## config.mk

```make
export PLATFORM = sky130hd
export DESIGN_NAME = rgb_to_hsv_converter_top
export DESIGN_NICKNAME = d
export VERILOG_FILES = /design/src/sv/rgbhsv_pkg.sv /design/src/sv/rgbhsv_prep.sv /design/src/sv/rgbhsv_div.sv /design/src/sv/rgbhsv_post.sv /design/src/sv/rgb_to_hsv_converter_top.sv
export SDC_FILE = /design/constraint.sdc
export NUM_CORES = 1
export LEC_CHECK = 0
export BUFFER_PORTS_ARGS = -buffer_cell sky130_fd_sc_hd__buf_2
export CAP_MARGIN = 10
export CORE_MARGIN = 3
export CORE_UTILIZATION = 42
export CTS_BUF_LIST = sky130_fd_sc_hd__clkbuf_2
export CTS_CLUSTER_DIAMETER = 150
export DETAILED_ROUTE_END_ITERATION = 7
export SYNTH_ARGS = -nofsm -noshare
export SYNTH_HDL_FRONTEND = slang
export SYNTH_SLANG_ARGS = --single-unit
```

## constraint.sdc

```tcl
create_clock -name clk -period 14.15 [get_ports clk]
set_input_delay 0.7075 -clock clk [delete_from_list [all_inputs] [get_ports clk]]
set_output_delay 0.7075 -clock clk [all_outputs]
set_load 0.01 [all_outputs]
```

## src/sv/rgbhsv_pkg.sv

```systemverilog
// Shared constants and types for the RGB to HSV converter.
// No dependencies; imported by every module of the block.
`timescale 1ns / 1ps

package rgbhsv_pkg;

  // Field widths
  localparam int unsigned CH_W  = 8;
  localparam int unsigned PIX_W = 3 * CH_W;
  localparam int unsigned HUE_W = 15;
  localparam int unsigned SAT_W = 9;

  // Divider geometry: quotient bits and partial remainder width
  localparam int unsigned Q_W   = 12;
  localparam int unsigned REM_W = CH_W + Q_W;

  // Hue scaling, degrees times 64
  localparam int unsigned HUE_SIXTY  = 3840;
  localparam int unsigned OFS_GREEN  = 7680;
  localparam int unsigned OFS_BLUE   = 15360;
  localparam int unsigned FULL_TURN  = 23040;

  // Signed width of the hue sum before wrapping
  localparam int unsigned HSUM_W = HUE_W + 2;

  // Two prep stages, one stage per quotient bit, one output stage
  localparam int unsigned PIPE_LATENCY = 3 + Q_W;

  // Sector holding the largest channel
  typedef enum logic [1:0] {
    SEC_RED,
    SEC_GREEN,
    SEC_BLUE
  } sector_t;

  // Per-pixel sideband that travels with the divider
  typedef struct packed {
    logic [CH_W-1:0] vmax;
    sector_t         sector;
    logic            neg;
    logic            grey;
  } side_t;

endpackage

```

## src/sv/rgbhsv_prep.sv

```systemverilog
// Front stages: max/min search, sector pick, dividend forming.
// Depends on rgbhsv_pkg.
`timescale 1ns / 1ps

module rgbhsv_prep (
  input  logic                        clk,
  input  logic                        rst_n,
  input  logic                        in_valid,
  input  logic [rgbhsv_pkg::PIX_W-1:0] pixel_rgb,
  output logic                        dvd_valid,
  output rgbhsv_pkg::side_t           dvd_side,
  output logic [rgbhsv_pkg::REM_W-1:0] hue_dvd,
  output logic [rgbhsv_pkg::CH_W-1:0]  hue_dvs,
  output logic [rgbhsv_pkg::REM_W-1:0] sat_dvd
);
  import rgbhsv_pkg::*;

  logic [CH_W-1:0] r, g, b;
  logic [CH_W-1:0] vmax, vmin;
  logic signed [CH_W:0] diff;
  side_t           side_nxt;
  logic [CH_W-1:0] mag_nxt, span_nxt;

  logic            s1_valid_r;
  side_t           s1_side_r;
  logic [CH_W-1:0] s1_mag_r, s1_span_r;

  logic            s2_valid_r;
  side_t           s2_side_r;
  logic [REM_W-1:0] s2_hue_dvd_r, s2_sat_dvd_r;
  logic [CH_W-1:0] s2_span_r;
  logic [REM_W-1:0] hue_dvd_nxt, sat_dvd_nxt;

  // Stage 1: extremes, sector (red wins ties, then green), signed difference
  always_comb begin
    r = pixel_rgb[PIX_W-1 -: CH_W];
    g = pixel_rgb[2*CH_W-1 -: CH_W];
    b = pixel_rgb[CH_W-1:0];
    vmax = r;
    if (g > vmax) vmax = g;
    if (b > vmax) vmax = b;
    vmin = r;
    if (g < vmin) vmin = g;
    if (b < vmin) vmin = b;
    span_nxt = vmax - vmin;
    side_nxt.vmax = vmax;
    side_nxt.grey = (span_nxt == '0);
    if (vmax == r) begin
      side_nxt.sector = SEC_RED;
      diff = $signed({1'b0, g}) - $signed({1'b0, b});
    end else if (vmax == g) begin
      side_nxt.sector = SEC_GREEN;
      diff = $signed({1'b0, b}) - $signed({1'b0, r});
    end else begin
      side_nxt.sector = SEC_BLUE;
      diff = $signed({1'b0, r}) - $signed({1'b0, g});
    end
    side_nxt.neg = diff[CH_W];
    mag_nxt = diff[CH_W] ? CH_W'(-diff) : diff[CH_W-1:0];
  end

  always_ff @(posedge clk) begin
    if (!rst_n) begin
      s1_valid_r <= 1'b0;
    end else begin
      s1_valid_r <= in_valid;
    end
  end

  always_ff @(posedge clk) begin
    s1_side_r <= side_nxt;
    s1_mag_r  <= mag_nxt;
    s1_span_r <= span_nxt;
  end

  // Stage 2: mag * 3840 as (mag << 12) - (mag << 8); span * 256
  always_comb begin
    hue_dvd_nxt = (REM_W'(s1_mag_r) << 12) - (REM_W'(s1_mag_r) << 8);
    sat_dvd_nxt = REM_W'(s1_span_r) << 8;
  end

  always_ff @(posedge clk) begin
    if (!rst_n) begin
      s2_valid_r <= 1'b0;
    end else begin
      s2_valid_r <= s1_valid_r;
    end
  end

  always_ff @(posedge clk) begin
    s2_side_r    <= s1_side_r;
    s2_hue_dvd_r <= hue_dvd_nxt;
    s2_sat_dvd_r <= sat_dvd_nxt;
    s2_span_r    <= s1_span_r;
  end

  assign dvd_valid = s2_valid_r;
  assign dvd_side  = s2_side_r;
  assign hue_dvd   = s2_hue_dvd_r;
  assign hue_dvs   = s2_span_r;
  assign sat_dvd   = s2_sat_dvd_r;

endmodule

```

## src/sv/rgbhsv_div.sv

```systemverilog
// Pipelined restoring divider, two lanes (hue term and saturation),
// one quotient bit per stage. Depends on rgbhsv_pkg.
`timescale 1ns / 1ps

module rgbhsv_div (
  input  logic                         clk,
  input  logic                         rst_n,
  input  logic                         dvd_valid,
  input  rgbhsv_pkg::side_t            dvd_side,
  input  logic [rgbhsv_pkg::REM_W-1:0] hue_dvd,
  input  logic [rgbhsv_pkg::CH_W-1:0]  hue_dvs,
  input  logic [rgbhsv_pkg::REM_W-1:0] sat_dvd,
  output logic                         q_valid,
  output rgbhsv_pkg::side_t            q_side,
  output logic [rgbhsv_pkg::Q_W-1:0]   hue_q,
  output logic                         hue_rem_nz,
  output logic [rgbhsv_pkg::Q_W-1:0]   sat_q
);
  import rgbhsv_pkg::*;

  logic             v_r    [Q_W];
  side_t            side_r [Q_W];
  logic [REM_W-1:0] hrem_r [Q_W];
  logic [REM_W-1:0] srem_r [Q_W];
  logic [CH_W-1:0]  hdvs_r [Q_W];
  logic [Q_W-1:0]   hq_r   [Q_W];
  logic [Q_W-1:0]   sq_r   [Q_W];

  // Saturation divisor is the value channel, carried in the sideband
  for (genvar k = 0; k < Q_W; k++) begin : g_stage
    localparam int unsigned SH = Q_W - 1 - k;

    logic             v_in;
    side_t            sd_in;
    logic [REM_W-1:0] hr_in, sr_in;
    logic [CH_W-1:0]  hd_in;
    logic [Q_W-1:0]   hq_in, sq_in;
    logic [REM_W-1:0] hsh, ssh;
    logic             hbit, sbit;
    logic [REM_W-1:0] hrem_nxt, srem_nxt;

    if (k == 0) begin : g_first
      assign v_in  = dvd_valid;
      assign sd_in = dvd_side;
      assign hr_in = hue_dvd;
      assign sr_in = sat_dvd;
      assign hd_in = hue_dvs;
      assign hq_in = '0;
      assign sq_in = '0;
    end else begin : g_next
      assign v_in  = v_r[k-1];
      assign sd_in = side_r[k-1];
      assign hr_in = hrem_r[k-1];
      assign sr_in = srem_r[k-1];
      assign hd_in = hdvs_r[k-1];
      assign hq_in = hq_r[k-1];
      assign sq_in = sq_r[k-1];
    end

    // Compare-subtract against the divisor aligned to this quotient bit
    always_comb begin
      hsh      = REM_W'(hd_in) << SH;
      ssh      = REM_W'(sd_in.vmax) << SH;
      hbit     = (hr_in >= hsh);
      sbit     = (sr_in >= ssh);
      hrem_nxt = hbit ? (hr_in - hsh) : hr_in;
      srem_nxt = sbit ? (sr_in - ssh) : sr_in;
    end

    always_ff @(posedge clk) begin
      if (!rst_n) begin
        v_r[k] <= 1'b0;
      end else begin
        v_r[k] <= v_in;
      end
    end

    always_ff @(posedge clk) begin
      side_r[k] <= sd_in;
      hrem_r[k] <= hrem_nxt;
      srem_r[k] <= srem_nxt;
      hdvs_r[k] <= hd_in;
      hq_r[k]   <= {hq_in[Q_W-2:0], hbit};
      sq_r[k]   <= {sq_in[Q_W-2:0], sbit};
    end
  end

  assign q_valid    = v_r[Q_W-1];
  assign q_side     = side_r[Q_W-1];
  assign hue_q      = hq_r[Q_W-1];
  assign hue_rem_nz = |hrem_r[Q_W-1];
  assign sat_q      = sq_r[Q_W-1];

endmodule

```

## src/sv/rgbhsv_post.sv

```systemverilog
// Output stage: floor correction, sector offset, wrap, grey override.
// Depends on rgbhsv_pkg.
`timescale 1ns / 1ps

module rgbhsv_post (
  input  logic                         clk,
  input  logic                         rst_n,
  input  logic                         q_valid,
  input  rgbhsv_pkg::side_t            q_side,
  input  logic [rgbhsv_pkg::Q_W-1:0]   hue_q,
  input  logic                         hue_rem_nz,
  input  logic [rgbhsv_pkg::Q_W-1:0]   sat_q,
  output logic                         out_valid,
  output logic [rgbhsv_pkg::HUE_W-1:0] out_hue,
  output logic [rgbhsv_pkg::SAT_W-1:0] out_saturation,
  output logic [rgbhsv_pkg::CH_W-1:0]  out_brightness
);
  import rgbhsv_pkg::*;

  logic [Q_W:0]              mag;
  logic signed [HSUM_W-1:0]  ofs_s, term_s, sum_s, wrap_s;
  logic [HUE_W-1:0]          hue_nxt;
  logic [SAT_W-1:0]          sat_nxt;

  logic                      valid_r;
  logic [HUE_W-1:0]          hue_r;
  logic [SAT_W-1:0]          sat_r;
  logic [CH_W-1:0]           bri_r;

  // Negative difference rounds toward minus infinity: -(q + (rem != 0))
  always_comb begin
    mag = (Q_W+1)'(hue_q) + (Q_W+1)'(hue_rem_nz & q_side.neg);
    term_s = q_side.neg ? -$signed(HSUM_W'(mag)) : $signed(HSUM_W'(mag));
    case (q_side.sector)
      SEC_RED:   ofs_s = '0;
      SEC_GREEN: ofs_s = $signed(HSUM_W'(OFS_GREEN));
      SEC_BLUE:  ofs_s = $signed(HSUM_W'(OFS_BLUE));
      default:   ofs_s = '0;
    endcase
    sum_s  = ofs_s + term_s;
    wrap_s = sum_s[HSUM_W-1] ? (sum_s + $signed(HSUM_W'(FULL_TURN))) : sum_s;
    // Grey and black pixels: hue and saturation are zero
    hue_nxt = q_side.grey ? '0 : wrap_s[HUE_W-1:0];
    sat_nxt = q_side.grey ? '0 : sat_q[SAT_W-1:0];
  end

  always_ff @(posedge clk) begin
    if (!rst_n) begin
      valid_r <= 1'b0;
    end else begin
      valid_r <= q_valid;
    end
  end

  always_ff @(posedge clk) begin
    hue_r <= hue_nxt;
    sat_r <= sat_nxt;
    bri_r <= q_side.vmax;
  end

  assign out_valid      = valid_r;
  assign out_hue        = hue_r;
  assign out_saturation = sat_r;
  assign out_brightness = bri_r;

endmodule

```

## src/sv/rgb_to_hsv_converter_top.sv

```systemverilog
// RGB to HSV converter, fully pipelined: one pixel may start every cycle.
// From the start transfer to the out_valid strobe a pixel passes through
// two front stages, twelve divider stages (one quotient bit each), one output stage.
// Throughput is one pixel per clock; busy is high only while rst_n is low.
// Synchronous active-low reset clears all valid bits; in-flight pixels are dropped.
// Results are strobed for one cycle; the receiver cannot stall. Depends on rgbhsv_pkg.
`timescale 1ns / 1ps

module rgb_to_hsv_converter_top (
  input  logic                         clk,
  input  logic                         rst_n,
  input  logic                         start,
  output logic                         busy,
  input  logic [rgbhsv_pkg::PIX_W-1:0] in_pixel_rgb,
  output logic                         out_valid,
  output logic [rgbhsv_pkg::HUE_W-1:0] out_hue,
  output logic [rgbhsv_pkg::SAT_W-1:0] out_saturation,
  output logic [rgbhsv_pkg::CH_W-1:0]  out_brightness
);
  import rgbhsv_pkg::*;

  logic             in_xfer;
  logic             dvd_valid;
  side_t            dvd_side;
  logic [REM_W-1:0] hue_dvd, sat_dvd;
  logic [CH_W-1:0]  hue_dvs;
  logic             q_valid;
  side_t            q_side;
  logic [Q_W-1:0]   hue_q, sat_q;
  logic             hue_rem_nz;

  // Only reset blocks a transfer
  assign busy    = ~rst_n;
  assign in_xfer = start & ~busy;

  rgbhsv_prep u_prep (
    .clk       (clk),
    .rst_n     (rst_n),
    .in_valid  (in_xfer),
    .pixel_rgb (in_pixel_rgb),
    .dvd_valid (dvd_valid),
    .dvd_side  (dvd_side),
    .hue_dvd   (hue_dvd),
    .hue_dvs   (hue_dvs),
    .sat_dvd   (sat_dvd)
  );

  rgbhsv_div u_div (
    .clk        (clk),
    .rst_n      (rst_n),
    .dvd_valid  (dvd_valid),
    .dvd_side   (dvd_side),
    .hue_dvd    (hue_dvd),
    .hue_dvs    (hue_dvs),
    .sat_dvd    (sat_dvd),
    .q_valid    (q_valid),
    .q_side     (q_side),
    .hue_q      (hue_q),
    .hue_rem_nz (hue_rem_nz),
    .sat_q      (sat_q)
  );

  rgbhsv_post u_post (
    .clk            (clk),
    .rst_n          (rst_n),
    .q_valid        (q_valid),
    .q_side         (q_side),
    .hue_q          (hue_q),
    .hue_rem_nz     (hue_rem_nz),
    .sat_q          (sat_q),
    .out_valid      (out_valid),
    .out_hue        (out_hue),
    .out_saturation (out_saturation),
    .out_brightness (out_brightness)
  );

endmodule

```

==> results.sh <==
export IMPL_drive_gt1_share_pct=10.3
export IMPL_io_buffer_count=60
export IMPL_tns_ps=0
export IMPL_fp_coreArea_um2=76300
export IMPL_dp_hpwl_mm=47.6
export IMPL_reg2regPathDepth=20
export IMPL_root_buffer="clkbuf_2"
export IMPL_worst_pin_slew_ps=1120
export IMPL_finalWirelength_mm=62.5
export IMPL_htree_levels=4
export IMPL_path_max_fanout=10
export IMPL_fin_crit_ps=7370
export IMPL_drv_cap=0
export IMPL_maxSlewViolCount=0
export IMPL_synth_ff_latch_count=796
export IMPL_status="completed"
export IMPL_syn_area_um2=32500
export IMPL_area_delta_synth_final_pct=10.3
export IMPL_power_leakage_uw=0.0166
export IMPL_critPathRequiredTime_ps=15290
export IMPL_io_pins=61
export IMPL_power_per_cell_area_nw_per_um2=266
export IMPL_holdPathStages=0
export IMPL_first_pass_iters=5
export IMPL_finalHoldViolCount=0
export IMPL_drcViolationCount=0
export IMPL_yosysSeqAreaShare_pct=49.0
export IMPL_hp_start="u_div.hq_r[1][2]"
export IMPL_cp_data_arrival_time_ps=8510
export IMPL_cp_start_kind="input port"
export IMPL_rr_startpoint="u_div.hrem_r[2][74]"
export IMPL_min_path_type="reg2reg"
export IMPL_final_common_cell="dfxtp_1"
export IMPL_yosys_warnings=0
export IMPL_ant_nets=0
export IMPL_clkSinkCount=796
export IMPL_drt_initial_drc_count=918
export IMPL_fin_worst_hold_slack_ps=271
export IMPL_fp_dieArea_um2=80800
export IMPL_cts_clk_slew_worst_paths_ps=90
export IMPL_fillers=7515
export IMPL_hold_end="u_div.hq_r[1][15]"
export IMPL_cts_buffers_inserted=192
export IMPL_grt_pass1_vias=22900
export IMPL_fmax_ghz=0.136
export IMPL_clk_path_buf_depth=3
export IMPL_skew_ps=74.3
export IMPL_setup_viol=0
export IMPL_rr_endpoint="u_post.out_hue[12]"
export IMPL_grt_usage_pct=15.7
export IMPL_avgSynthCellArea_um2=9.76
export IMPL_yosysUniqueCellTypes=84
export IMPL_regToRegSetupSlack_ps=9450
export IMPL_dieWidth_um=284
export IMPL_cts_tree="yes"
export IMPL_initial_core_util_pct=42.6
export IMPL_ir_worst_vdd_v=0.0000954
export IMPL_synth_main_ff_cell="dfxtp_1"
export IMPL_via_count=22600
export IMPL_synth_edf_count=0
export IMPL_overflow=0
export IMPL_fp_row_count=101
export IMPL_rsz0062_at_grt="false"
export IMPL_antenna_found_initial=1
export IMPL_mostFrequentLayoutCells="dfxtp_1 (796), inv_1 (319), clkbuf_2 (262), nor2_1 (258), ha_1 (248)"
export IMPL_place_gp_congestion=0.900
export IMPL_grt_pass1_wl_mm=105
export IMPL_die_y_um=284
export IMPL_timing_final_crit_share_pct=52.1
export IMPL_path_class="in2reg"
export IMPL_fin_nets=3872
export IMPL_endpoint_kind="flop"
export IMPL_synth_cells=3335
export IMPL_grt_max_degree=22
export IMPL_wl_per_cell_um=13.2
export IMPL_via_per_inst=4.78
export IMPL_async_reset_ff_share_pct=0
export IMPL_synth_fp_nets=3637
export IMPL_max_slew_margin_rel_pct=25.0
export IMPL_clk_latency_ps=1250
-- through the flow --
step	area (µm²)	setup slack (ps)	util, %	std cells	power (µW)
floorplan	32500	7850	-	3335	7220
global placement	34000	6550	44.5	4384	8140
detailed placement	34000	6460	44.5	4384	8210
CTS	35900	7100	47.0	4737	9700
global route	35900	6260	47.0	4738	10500
finish	35900	6780	47.0	4738	9540
-- final cells by class --
class / instances / area, µm² / area share [%]
diodes: 1 / 2.50 / 0.00697
clock buffers: 262 / 1310 / 3.65
clock inverters: 69 / 388 / 1.08
inverters: 321 / 1200 / 3.36
multi-input cells: 2172 / 15200 / 42.4
flip-flops and latches: 796 / 15900 / 44.4
well taps: 1030 / 1290 / 3.59
repair buffers: 87 / 558 / 1.55
-- state kept, by name, summed over array words and instances (netlist names), 9 cells and up --
| register | count |
|---|---|
| u_div.hdvs_r | 88 |
| u_div.hq_r | 78 |
| u_div.hrem_r | 180 |
| u_div.side_r | 144 |
| u_div.sq_r | 45 |
| u_div.srem_r | 154 |
| u_div.v_r | 12 |
| u_post.out_hue | 15 |
| u_post.out_saturation | 9 |
| u_prep.dvd_side | 12 |
| u_prep.hue_dvd | 12 |
| u_prep.s1_side_r | 12 |
-- timing repair --
item                                   4_1_cts  5_1_grt
hold buffers                                22        0
endpoints found under the hold margin       35        0
setup buffers                                0        0
resized for setup                            0        0
-- worst max-delay path by stage --
stage | start | to
2_1_floorplan | in_pixel_rgb[10] | u_prep.s1_mag_r[7]
3_3_place_gp | in_pixel_rgb[14] | u_prep.s1_mag_r[7]
3_5_place_dp | in_pixel_rgb[14] | u_prep.s1_mag_r[7]
4_1_cts | in_pixel_rgb[13] | u_prep.s1_side_r[0]
5_1_grt | in_pixel_rgb[13] | u_prep.s1_side_r[0]
6_report | in_pixel_rgb[13] | u_prep.s1_side_r[0]
-- worst max-delay path: stages --
cell and delay (ps):
dlygate4sd3_1 520, buf_2 150, inv_1 140, ha_1 400
nand3_2 160, o211ai_1 630, nor2_1 350, o21ai_0 350
inv_1 170, ha_1 330, a41o_1 190, a221oi_1 800
o311a_1 630, o21ai_4 150, o21ai_1 370, a21oi_1 120
dlygate4sd3_1 600, inv_1 60, ha_1 130, inv_1 60
o31ai_1 290, a21oi_1 140, o2111ai_1 220, a21boi_0 110
o21ai_0 220, nand3_1 130, a2111oi_1 380
-- kinds of logic after synthesis --
family                     synth area share, %
adders and majority gates                 11.2
DFF                                       49.0
and+or+nand+nor                           14.2
muxes                                    0.573
xor gates and xnor gates                  7.94
buffers and inverters                     4.29
AOI/OAI and AO/OA                         12.8
-- Yosys cell counts, types with 4 or more instances --
master | instances | area, µm²
o21bai_1 | 11 | 82.6
xor2_1 | 123 | 1080
o41ai_1 | 4 | 35.0
and4_1 | 4 | 35.0
inv_1 | 319 | 1200
nand4b_1 | 7 | 61.3
o21a_1 | 15 | 113
and2_1 | 49 | 307
o211ai_1 | 4 | 30.0
ha_1 | 248 | 3100
nand3b_1 | 8 | 60.1
a211oi_1 | 11 | 82.6
nor2_1 | 258 | 968
or3_1 | 23 | 144
nor3_1 | 67 | 335
o21ai_0 | 171 | 856
a21boi_0 | 16 | 120
nand2b_1 | 97 | 607
o31ai_1 | 29 | 218
nand4_1 | 31 | 194
or4_1 | 11 | 82.6
xnor2_1 | 172 | 1510
a211o_1 | 8 | 70.1
a21o_1 | 105 | 788
a31o_2 | 4 | 35.0
clkbuf_1 | 37 | 139
and3_1 | 6 | 37.5
a31oi_1 | 14 | 87.6
mux2i_1 | 15 | 150
fa_1 | 27 | 541
a41oi_1 | 4 | 35.0
a21oi_1 | 213 | 1070
nand2_1 | 172 | 646
nand3_1 | 52 | 260
or2_2 | 11 | 68.8
dfxtp_1 | 796 | 15900
nor4_1 | 47 | 294
nor2b_1 | 60 | 375
a221oi_1 | 7 | 61.3
a22oi_1 | 4 | 30.0
-- metal layers --
metal / part of all wire (%) / global-route usage, % / vias up
li1: - / - / 11900
met1: 42 / 16.8 / 10300
met2: 51 / 29.1 / 363
met3: 3.8 / 3.71 / 121
met4: 3.2 / 7.19 / 0
met5: 0 / 0 / -
-- report_power, final --
| group | internal (µW) | switching [µW] | total, µW |
|---|---|---|---|
| logic | 2050 | 2260 | 4320 |
| clock network | 576 | 838 | 1410 |
| registers | 3240 | 572 | 3810 |
(Power assumes the default switching activity.)
